## src/rtl/bba_pkg.sv

```systemverilog
// ----------------------------------------------------------------------------
// bba_pkg: shared types and constants of the bitmap block allocator
// Request and result layouts, opcodes, register indexes and the word
// geometry of the free bitmap.
// ----------------------------------------------------------------------------
package bba_pkg;

  // Geometry of one bitmap word and of a block number.
  localparam int unsigned WordW     = 32;
  localparam int unsigned BitW      = 5;
  localparam int unsigned BlkW      = 12;
  localparam int unsigned CntW      = 13;
  localparam int unsigned WaddrW    = BlkW - BitW;
  localparam int unsigned FieldSpan = 4096;

  // Opcodes of a request.
  localparam logic OpAlloc = 1'b0;
  localparam logic OpFree  = 1'b1;

  // Result status codes.
  localparam logic StatusOk   = 1'b0;
  localparam logic StatusFull = 1'b1;

  // Register indexes of the configuration port.
  localparam logic CfgFirstBlock = 1'b0;
  localparam logic CfgBlockCount = 1'b1;

  typedef struct packed {
    logic            opcode;
    logic [BlkW-1:0] block;
  } req_t;

  typedef struct packed {
    logic [BlkW-1:0] granted_block;
    logic            status;
  } res_t;

endpackage

```

## src/rtl/bba_find.sv

```systemverilog
// ----------------------------------------------------------------------------
// bba_find: free bit search within one bitmap word
// Masks the word to the blocks inside the search range [lo, hi) and finds
// the lowest remaining set bit.
// ----------------------------------------------------------------------------
module bba_find (
  input  logic [bba_pkg::WordW-1:0]  word_i,
  input  logic [bba_pkg::WaddrW-1:0] waddr_i,
  input  logic [bba_pkg::CntW-1:0]   lo_i,
  input  logic [bba_pkg::CntW-1:0]   hi_i,
  output logic                       hit_o,
  output logic [bba_pkg::BitW-1:0]   idx_o
);

  logic [bba_pkg::CntW-1:0]  hi_m1;
  logic [bba_pkg::WordW-1:0] ones;
  logic [bba_pkg::WordW-1:0] mask_lo;
  logic [bba_pkg::WordW-1:0] mask_hi;
  logic [bba_pkg::WordW-1:0] cand;

  assign hi_m1 = hi_i - bba_pkg::CntW'(1);
  assign ones  = '1;

  always_comb begin
    mask_lo = ones;
    mask_hi = ones;
    if (waddr_i == lo_i[bba_pkg::BlkW-1:bba_pkg::BitW]) begin
      mask_lo = ones << lo_i[bba_pkg::BitW-1:0];
    end
    if (waddr_i == hi_m1[bba_pkg::BlkW-1:bba_pkg::BitW]) begin
      mask_hi = ones >> (bba_pkg::BitW'(bba_pkg::WordW - 1) - hi_m1[bba_pkg::BitW-1:0]);
    end
  end

  assign cand  = word_i & mask_lo & mask_hi;
  assign hit_o = |cand;

  // Lowest set bit wins.
  always_comb begin
    idx_o = '0;
    for (int i = bba_pkg::WordW - 1; i >= 0; i--) begin
      if (cand[i]) begin
        idx_o = bba_pkg::BitW'(i);
      end
    end
  end

endmodule

```

## config.mk

```make
export PLATFORM = sky130hd
export DESIGN_NAME = bba_find
export DESIGN_NICKNAME = d
export VERILOG_FILES = /design/src/rtl/bba_pkg.sv /design/src/rtl/bba_find.sv
export SDC_FILE = /design/constraint.sdc
export NUM_CORES = 1
export LEC_CHECK = 0
export ABC_CLOCK_PERIOD_IN_PS = 4100
export BUFFER_PORTS_ARGS = -buffer_cell sky130_fd_sc_hd__buf_2
export CAP_MARGIN = 40
export CORE_MARGIN = 8
export CORE_UTILIZATION = 55
export DETAILED_ROUTE_END_ITERATION = 7
export PLACE_DENSITY_LB_ADDON = 0.15
export SYNTH_ARGS = -nofsm -noshare
export SYNTH_HDL_FRONTEND = slang
export SYNTH_SLANG_ARGS = --single-unit
```

## constraint.sdc

```tcl
create_clock -name vclk -period 4.1
set_input_delay 0.615 -clock vclk [all_inputs]
set_output_delay 0.615 -clock vclk [all_outputs]
set_load 0.03 [all_outputs]
```

==> flow_metrics.py <==
metrics = {
    "worst_hold_path": {
        "hold_class": "input port to output pin",
    },
    "floorplanning": {
        "core_area_um2": 3970,
        "top_level_ports": 71,
        "fp.dieArea_um2": 6360,
        "initial_core_util_pct": 56.3,
        "die_w_um": 79.8,
        "num_rows": 23,
        "die_h_um": 79.8,
    },
    "yosys": {
        "synthSimpleGateAreaFrac_pct": 32.3,
        "muxShareOfSynthArea_pct": 0,
        "synth_top_family_by_area": "compound AO/OA/AOI/OAI gates",
        "synth_compound_area_share_pct": 51.3,
        "yosysTopAreaCellShare_pct": 8.51,
        "yosysUniqueCellTypes": 69,
        "syn_avg_cell_area_um2": 6.28,
        "synth_area_leaders": "o21ai_0, a21oi_1, nor2_1",
        "synthAdderAreaFrac_pct": 1.68,
        "synthTopCellsByCount": "nor2_1, nand2_1, o21ai_0",
        "synth_most_common_cell": "nor2_1",
        "synth_xor_area_share_pct": 7.05,
        "yosys.area.top_type": "o21ai_0",
        "yosysWarnings": 0,
        "synth-seq-area-share_pct": 0,
        "synth_nets": 424,
        "synth_area_um2": 2240,
        "syn_inst": 356,
    },
    "critical_path": {
        "worst_setup_path_start_kind": "input port",
        "path_max_fanout": 6,
        "critical_path_arrival_ns": 3.53,
        "worstSetupEndpointType": "output pin",
        "critPathKind": "input port to output pin",
        "cp.required_ns": 3.48,
    },
    "timing": {
        "tightest_slew_ns": 0.558,
        "slew_headroom_pct": 62.7,
        "setup_viol": 2,
        "hold_violations": 0,
        "report.final.slew_viol_count": 0,
        "final.setup.worst_slack_ns": -0.0455,
        "timing.final.crit_share_pct": 101,
        "period_minus_slack_ns": 4.15,
        "hold_slack_ns": 1.84,
        "clock.fmax_mhz": 241,
        "rsz0062_at_grt": "true",
    },
    "finish": {
        "n_antenna_cell": 0,
        "nClkBuffers": 0,
        "regArea_um2": 0,
        "drive_gt1_share_pct": 40.9,
        "multi_input_area_um2": 2310,
        "fillers": 283,
        "area_growth_pct": 48.6,
        "nets": 534,
        "n_sequential_cell": 0,
    },
    "global_routing": {
        "grt_pass1_vias": 2996,
        "grt_pass1_wl_mm": 13.8,
        "grt_util_all_layers_pct": 26.2,
        "grt_max_degree": 23,
        "antenna_found_initial": 0,
        "overflow": 0,
    },
    "power": {
        "finalPower_mw": 0.347,
        "power_density_nw_per_um2": 104,
        "leakage_nw": 1.35,
        "ir_drop_mv": 0.0871,
    },
    "drt": {
        "wl_per_cell_um": 18.7,
        "ant_nets": 0,
        "drc": 0,
        "drt-total-wl_mm": 9.61,
        "vias_per_cell": 6.58,
        "firstDrtPassIters": 6,
        "dr.first_iter.drc_count": 466,
        "vias": 3383,
    },
    "job": {
        "maxCapViolCount": 0,
    },
    "place": {
        "place_worst_setup_slack_ns": -0.258,
        "numPortBuffers": 69,
        "dpl.hpwl_mm": 7.14,
        "gp_congestion": 0.931,
    },
    "clock_network": {
        "ctsHoldBuffers": 0,
    },
    "outcome": {
        "status": "finished with violations",
        "violations": "negative setup slack",
    },
}
[layer usage]
layer	global-route usage, %	routed length (um)	up-vias
met5	0	0	-
met4	8.73	251	0
met3	3.49	808	24
met2	44.2	4830	222
met1	33.1	3730	1555
li1	-	-	1582
[area by class of cell]
cell class                 count  share of cell area [%]
multi-input combinational    322                    69.6
timing repair buffer         131                    27.1
inverter                      11                    1.47
tap                           50                    1.88
[worst paths after layout]
path,start,slack (ns),depth (start not counted),to
max,hi_i[0],-0.05,18,hit_o
min,word_i[1],1.84,6,idx_o[3]
[worst max-delay path, cell delays in order]
cell      delay [ns]
buf_8           0.08
inv_6           0.03
ha_4            0.15
nor4b_4         0.12
buf_6           0.13
buf_6           0.12
a211o_1         0.24
a221oi_2        0.31
nor2_2          0.13
nor3b_4         0.28
buf_12          0.16
buf_6           0.10
a21boi_4        0.05
nor3b_2         0.22
nor4b_4         0.31
and2_4          0.21
nand4_1         0.10
buf_6           0.17
[placed cells by master (no fill, tap or decap), types with 3 or more instances in the layout]
cell type	n
xnor2_1	15
o211ai_1	6
nor2b_1	3
o31ai_1	5
nand3_1	7
a21o_1	3
a31oi_1	11
a21oi_2	4
xor2_1	3
a21oi_1	32
inv_1	9
o22a_1	3
nor4b_4	3
nor3_2	3
nor3_1	5
nand2_1	37
o2bb2ai_2	3
or2_2	8
and2_1	4
nor2_1	38
buf_4	56
buf_6	11
buf_2	61
o21a_1	11
o21ai_0	34
nand2b_1	3
o22ai_1	6
o21ai_2	3
nand4_1	8
[repair_timing]
action	CTS	global route
endpoints found under the setup margin	6	6
resized for setup	42	34
setup buffers	6	5
hold endpoints to repair	0	0
pin swaps	21	23
gates cloned	1	0
[kinds of logic (layout without fill, tap and decap cells)]
kind of cell               after synthesis  after routing
AOI/OAI and AO/OA                      164            164
and+or+nand+nor                        137            137
buffers and inverters                   34            142
xor gates and xnor gates                18             18
adders and majority gates                3              3
[where the power goes]
group	leakage (nW)	internal (mW)	switching (mW)
Sequential	0	0	0
Clock	0	0	0
Combinational	1.35	0.150	0.197
Total	1.35	0.150	0.197
[metrics by stage]
step	instance area [um^2]	instances	util, %	TNS [ns]
detailed placement	2920	504	73.5	-1.27
global placement	2920	504	73.5	-0.961
finish	3320	514	83.6	-0.0752
floorplan	2240	356	-	0
CTS	3140	510	79.0	0
global route	3320	514	83.6	-0.732
No activity file was read; power rests on OpenSTA's default activity.
