`src/rtl/bba_pkg.sv`:
```
// ----------------------------------------------------------------------------
// bba_pkg: shared types and constants of the bitmap block allocator
// Request and result layouts, opcodes, register indexes and the word
// geometry of the free bitmap.
// ----------------------------------------------------------------------------
package bba_pkg;

  // Geometry of one bitmap word and of a block number.
  localparam int unsigned WordW     = 32;
  localparam int unsigned BitW      = 5;
  localparam int unsigned BlkW      = 12;
  localparam int unsigned CntW      = 13;
  localparam int unsigned WaddrW    = BlkW - BitW;
  localparam int unsigned FieldSpan = 4096;

  // Opcodes of a request.
  localparam logic OpAlloc = 1'b0;
  localparam logic OpFree  = 1'b1;

  // Result status codes.
  localparam logic StatusOk   = 1'b0;
  localparam logic StatusFull = 1'b1;

  // Register indexes of the configuration port.
  localparam logic CfgFirstBlock = 1'b0;
  localparam logic CfgBlockCount = 1'b1;

  typedef struct packed {
    logic            opcode;
    logic [BlkW-1:0] block;
  } req_t;

  typedef struct packed {
    logic [BlkW-1:0] granted_block;
    logic            status;
  } res_t;

endpackage

```
`src/rtl/bba_mem.sv`:
```
// ----------------------------------------------------------------------------
// bba_mem: free bitmap storage
// One word-wide synchronous memory with one read and one write port and a
// registered read. A row never written since reset reads as all zero.
// ----------------------------------------------------------------------------
module bba_mem #(
  parameter int unsigned AddrW = 7
) (
  input  logic                        clk_i,
  input  logic                        rst_ni,
  input  logic                        re_i,
  input  logic [AddrW-1:0]            raddr_i,
  input  logic                        we_i,
  input  logic [AddrW-1:0]            waddr_i,
  input  logic [bba_pkg::WordW-1:0]   wdata_i,
  output logic [bba_pkg::WordW-1:0]   rdata_o
);

  localparam int unsigned Depth = 1 << AddrW;

  logic [bba_pkg::WordW-1:0] mem_q [Depth];
  logic [bba_pkg::WordW-1:0] rdata_q;
  logic [Depth-1:0]          row_vld_q;
  logic                      rd_vld_q;

  always_ff @(posedge clk_i) begin
    if (we_i) begin
      mem_q[waddr_i] <= wdata_i;
    end
    if (re_i) begin
      rdata_q <= mem_q[raddr_i];
    end
  end

  // Per-row valid bits stand in for clearing the array after reset.
  always_ff @(posedge clk_i or negedge rst_ni) begin
    if (!rst_ni) begin
      row_vld_q <= '0;
      rd_vld_q  <= 1'b0;
    end else begin
      if (we_i) begin
        row_vld_q[waddr_i] <= 1'b1;
      end
      if (re_i) begin
        rd_vld_q <= row_vld_q[raddr_i];
      end
    end
  end

  assign rdata_o = rd_vld_q ? rdata_q : '0;

endmodule

```
`config.mk`:
```
export PLATFORM = sky130hd
export DESIGN_NAME = bba_mem
export DESIGN_NICKNAME = d
export VERILOG_FILES = /design/src/rtl/bba_pkg.sv /design/src/rtl/bba_mem.sv
export SDC_FILE = /design/constraint.sdc
export NUM_CORES = 2
export LEC_CHECK = 0
export CAP_MARGIN = 25
export CORE_AREA = 2 2 737 739
export DETAILED_ROUTE_END_ITERATION = 10
export DIE_AREA = 0 0 739 741
export DONT_BUFFER_PORTS = 1
export PLACE_DENSITY = 0.42
export SLEW_MARGIN = 15
export SYNTH_ARGS = -nofsm -noshare
export SYNTH_HDL_FRONTEND = slang
export SYNTH_SLANG_ARGS = --single-unit
```
`constraint.sdc`:
```
create_clock -name clk_i -period 2.95 [get_ports clk_i]
set_input_delay 0.4425 -clock clk_i [delete_from_list [all_inputs] [get_ports clk_i]]
set_output_delay 0.4425 -clock clk_i [all_outputs]
set_load 0.02 [all_outputs]
```
==> metrics <==
area of the multi-input gates 33600 sq um; Max Clock Freq 0.351 GHz; area grow syn2layout 19.6%; Boundary Pins 82; period utilization 96.6%; Top FF cell, synth edfxtp_1; sw power 28.0 mW; # Max-Cap Violations 0; via/cell ratio 5.12; Core Rows 270; global route overflow 0; Die X 739 um; placed cells 13848; CTS tree yes; largest family of logic cells by synthesized area multiplexers; Worst Path Required 3.70 ns; Non-Filler Instances 14787; Worst path max stage delay 0.58 ns; commonest non-fill, non-tap cell in the layout edfxtp_1; vias 75758; initial antenna violation count 44; later-pin clock latency in the skew report 1.01 ns; clock skew 0.0557 ns; mux contribution to synthesized area 18.4%; Initial Util 29.9%; mean post-synth cell area 24.9 sq um; largest net degree at the start of global routing 279; DR WL/cell 34.1 um; PnR Total Power 129 mW; design area 193000 sq um; Setup Buffers After CTS 0; Synth warnings 0; CTS buffer count 455; Slew Limit Headroom 15.2%; GP Congestion 0.748; Async S/R FF share, synth 3.03%; core area 540000 sq um; DRT Wirelength 505000 um; pwr dens 671 nW/um^2; sequential power share 51.8%; adder-cell area share of the yosys netlist 0%; Seq. cell area 127000 sq um; Port Buf Inserts 0; clk sinks 4257; Synth Area in Simple Gates 1.28%; Post-DP HPWL 265000 um; Clk pwr share 42.8%; Synth Instances 6470; endpoints failing setup 0; VDD IR max 0.501 mV; Worst-Margin Slew 1.27 ns; critical path type primary input to register; Post-Syn Nets 6520; Synth Register Bits 4257; final-report hold violation count 0; cell mode on critical path buf_16; Comb power frac 5.3%; final critical-path required period 2.85 ns; Critical Path, Cell by Cell buf_16, buf_16, buf_16, mux4_2, mux4_2, o22ai_1, buf_4, nor4_1; initial DRC count 8971; post-route antenna net violation count 0; Critical Path Source Type primary input; sequential share of the synthesized area 78.8%; CP max FO 140; Post-layout nets 7233; synthesized cell area 161000 sq um; # DRC 0; layout cell share with drive strength beyond 1 36.6%; Synth Area in XOR/XNOR 0%; family with the most delay on the worst path buffers and inverters; number of global-route vias before repair 78632; die height 741 um; Fillers 49190; CP max-delay cell mux4_2; post-synthesis compound-gate area fraction 0.584%; RSZ-0062 raised after global routing no; EDFF count, synth 4128; outcome completed; Hold WC Path Type primary input to async pin; crit path capture type register; leakage 59.8 nW; clock buffer depth 4; GRT Util Overall 18.1%; Root Buffer clkbuf_16; WP depth 8; library cells used by synthesis 40; Switching Share 21.6%; Register-to-Register Path Depth 5; global-route wire length before repair 684000 um; Bufs and invs on worst path 4; max-slew violation count 0; Placement Cell Area 177000 sq um; internal power 101 mW; worst path arrival time 3.60 ns; clock slew at reported path FFs 0.06 ns; most frequent cells in the layout edfxtp_1, mux4_2, clkbuf_16; H-tree depth 5; Die Area 548000 sq um; drt first pass iters 6
state kept, by name (all words and copies together) (netlist names):
register / cells
rd_vld_q: 1
rdata_q: 32
row_vld_q: 128
mem_q: 4096
synth_stat cells (3+ instances only):
cell type | instances | area, sq um
buf_2 | 148 | 741
or3_1 | 3 | 18.8
dfrtp_1 | 129 | 3230
nor2b_1 | 9 | 56.3
nand3b_1 | 7 | 52.6
edfxtp_1 | 4128 | 124000
mux2i_1 | 16 | 160
nand4_1 | 4 | 25.0
or2_2 | 128 | 801
clkbuf_1 | 137 | 514
buf_4 | 9 | 67.6
nor2_1 | 133 | 499
mux4_2 | 1306 | 29400
o22ai_1 | 128 | 801
mux2_2 | 4 | 45.0
and2_1 | 32 | 200
nor4_1 | 33 | 206
buf_1 | 44 | 165
nand2_1 | 23 | 86.3
a21oi_1 | 5 | 25.0
nand3_1 | 13 | 65.1
inv_1 | 7 | 26.3
layout make-up:
class	count	share of cell area, %
Antenna cell	20	0.0259
Clock buffer	564	6.31
Clock inverter	269	1.09
Inverter	8	0.0194
Multi-Input combinational cell	1866	17.4
Sequential cell	4257	65.9
Tap cell	7208	4.67
Timing Repair Buffer	595	4.55
cells by family after synthesis:
| logic type | after synthesis |
|---|---|
| AOI/OAI and AO/OA | 147 |
| and+or+nand+nor | 393 |
| buffers and inverters | 347 |
| DFF | 4257 |
| muxes | 1326 |
final timing paths:
| check | start | to | slack (ns) |
|---|---|---|---|
| setup / recovery | raddr_i[1] | rdata_q[0] | 0.10 |
| hold / removal | rst_ni | row_vld_q[19] | 0.03 |
| setup reg to reg | mem_q[31][15] | rdata_q[15] | 0.51 |
| hold reg to reg | row_vld_q[28] | row_vld_q[28] | 0.46 |
| max in group asynchronous | rst_ni | rd_vld_q | 2.00 |
| min in group clk_i | we_i | mem_q[92][30] | 0.07 |
routing by layer:
metal / up-vias / GRT usage, % / share of wire [%]
met5: - / 0 / 0.012
met4: 10 / 3.45 / 1.9
met3: 570 / 3.62 / 6.7
met2: 2338 / 29.0 / 47
met1: 43143 / 25.9 / 44
li1: 29697 / - / -
power groups by stage:
| stage | combinational, mW | clock [mW] | sequential [mW] |
|---|---|---|---|
| final | 6.87 | 55.5 | 67.1 |
| after global routing | 7.28 | 59.2 | 67.1 |
| after CTS | 7.05 | 56.9 | 67.1 |
| after detailed placement | 5.64 | 0 | 68.4 |
| after global placement | 5.63 | 0 | 68.4 |
| after floorplan | 3.43 | 0 | 68.2 |
through the flow:
stage                     setup slack (ns)  utilization, %  TNS, ns  hold WS [ns]
after floorplan                     -0.393               -  -370.94         0.147
after global placement               -1.90            32.8   -59.06         0.160
after detailed placement             -1.67            32.8   -47.93         0.161
after CTS                           0.0360            35.8        0       0.00167
after global routing                0.0263            35.8        0       0.00802
final                                0.101            35.8        0        0.0276
what timing repair did:
action	4_1_cts	5_1_grt
hold buffers	81	0
endpoints found under the setup margin	37	19
gates resized for setup	9	1
cloned	4	1
endpoints found under the hold margin	4285	0
No activity file was read; power rests on OpenSTA's default activity.
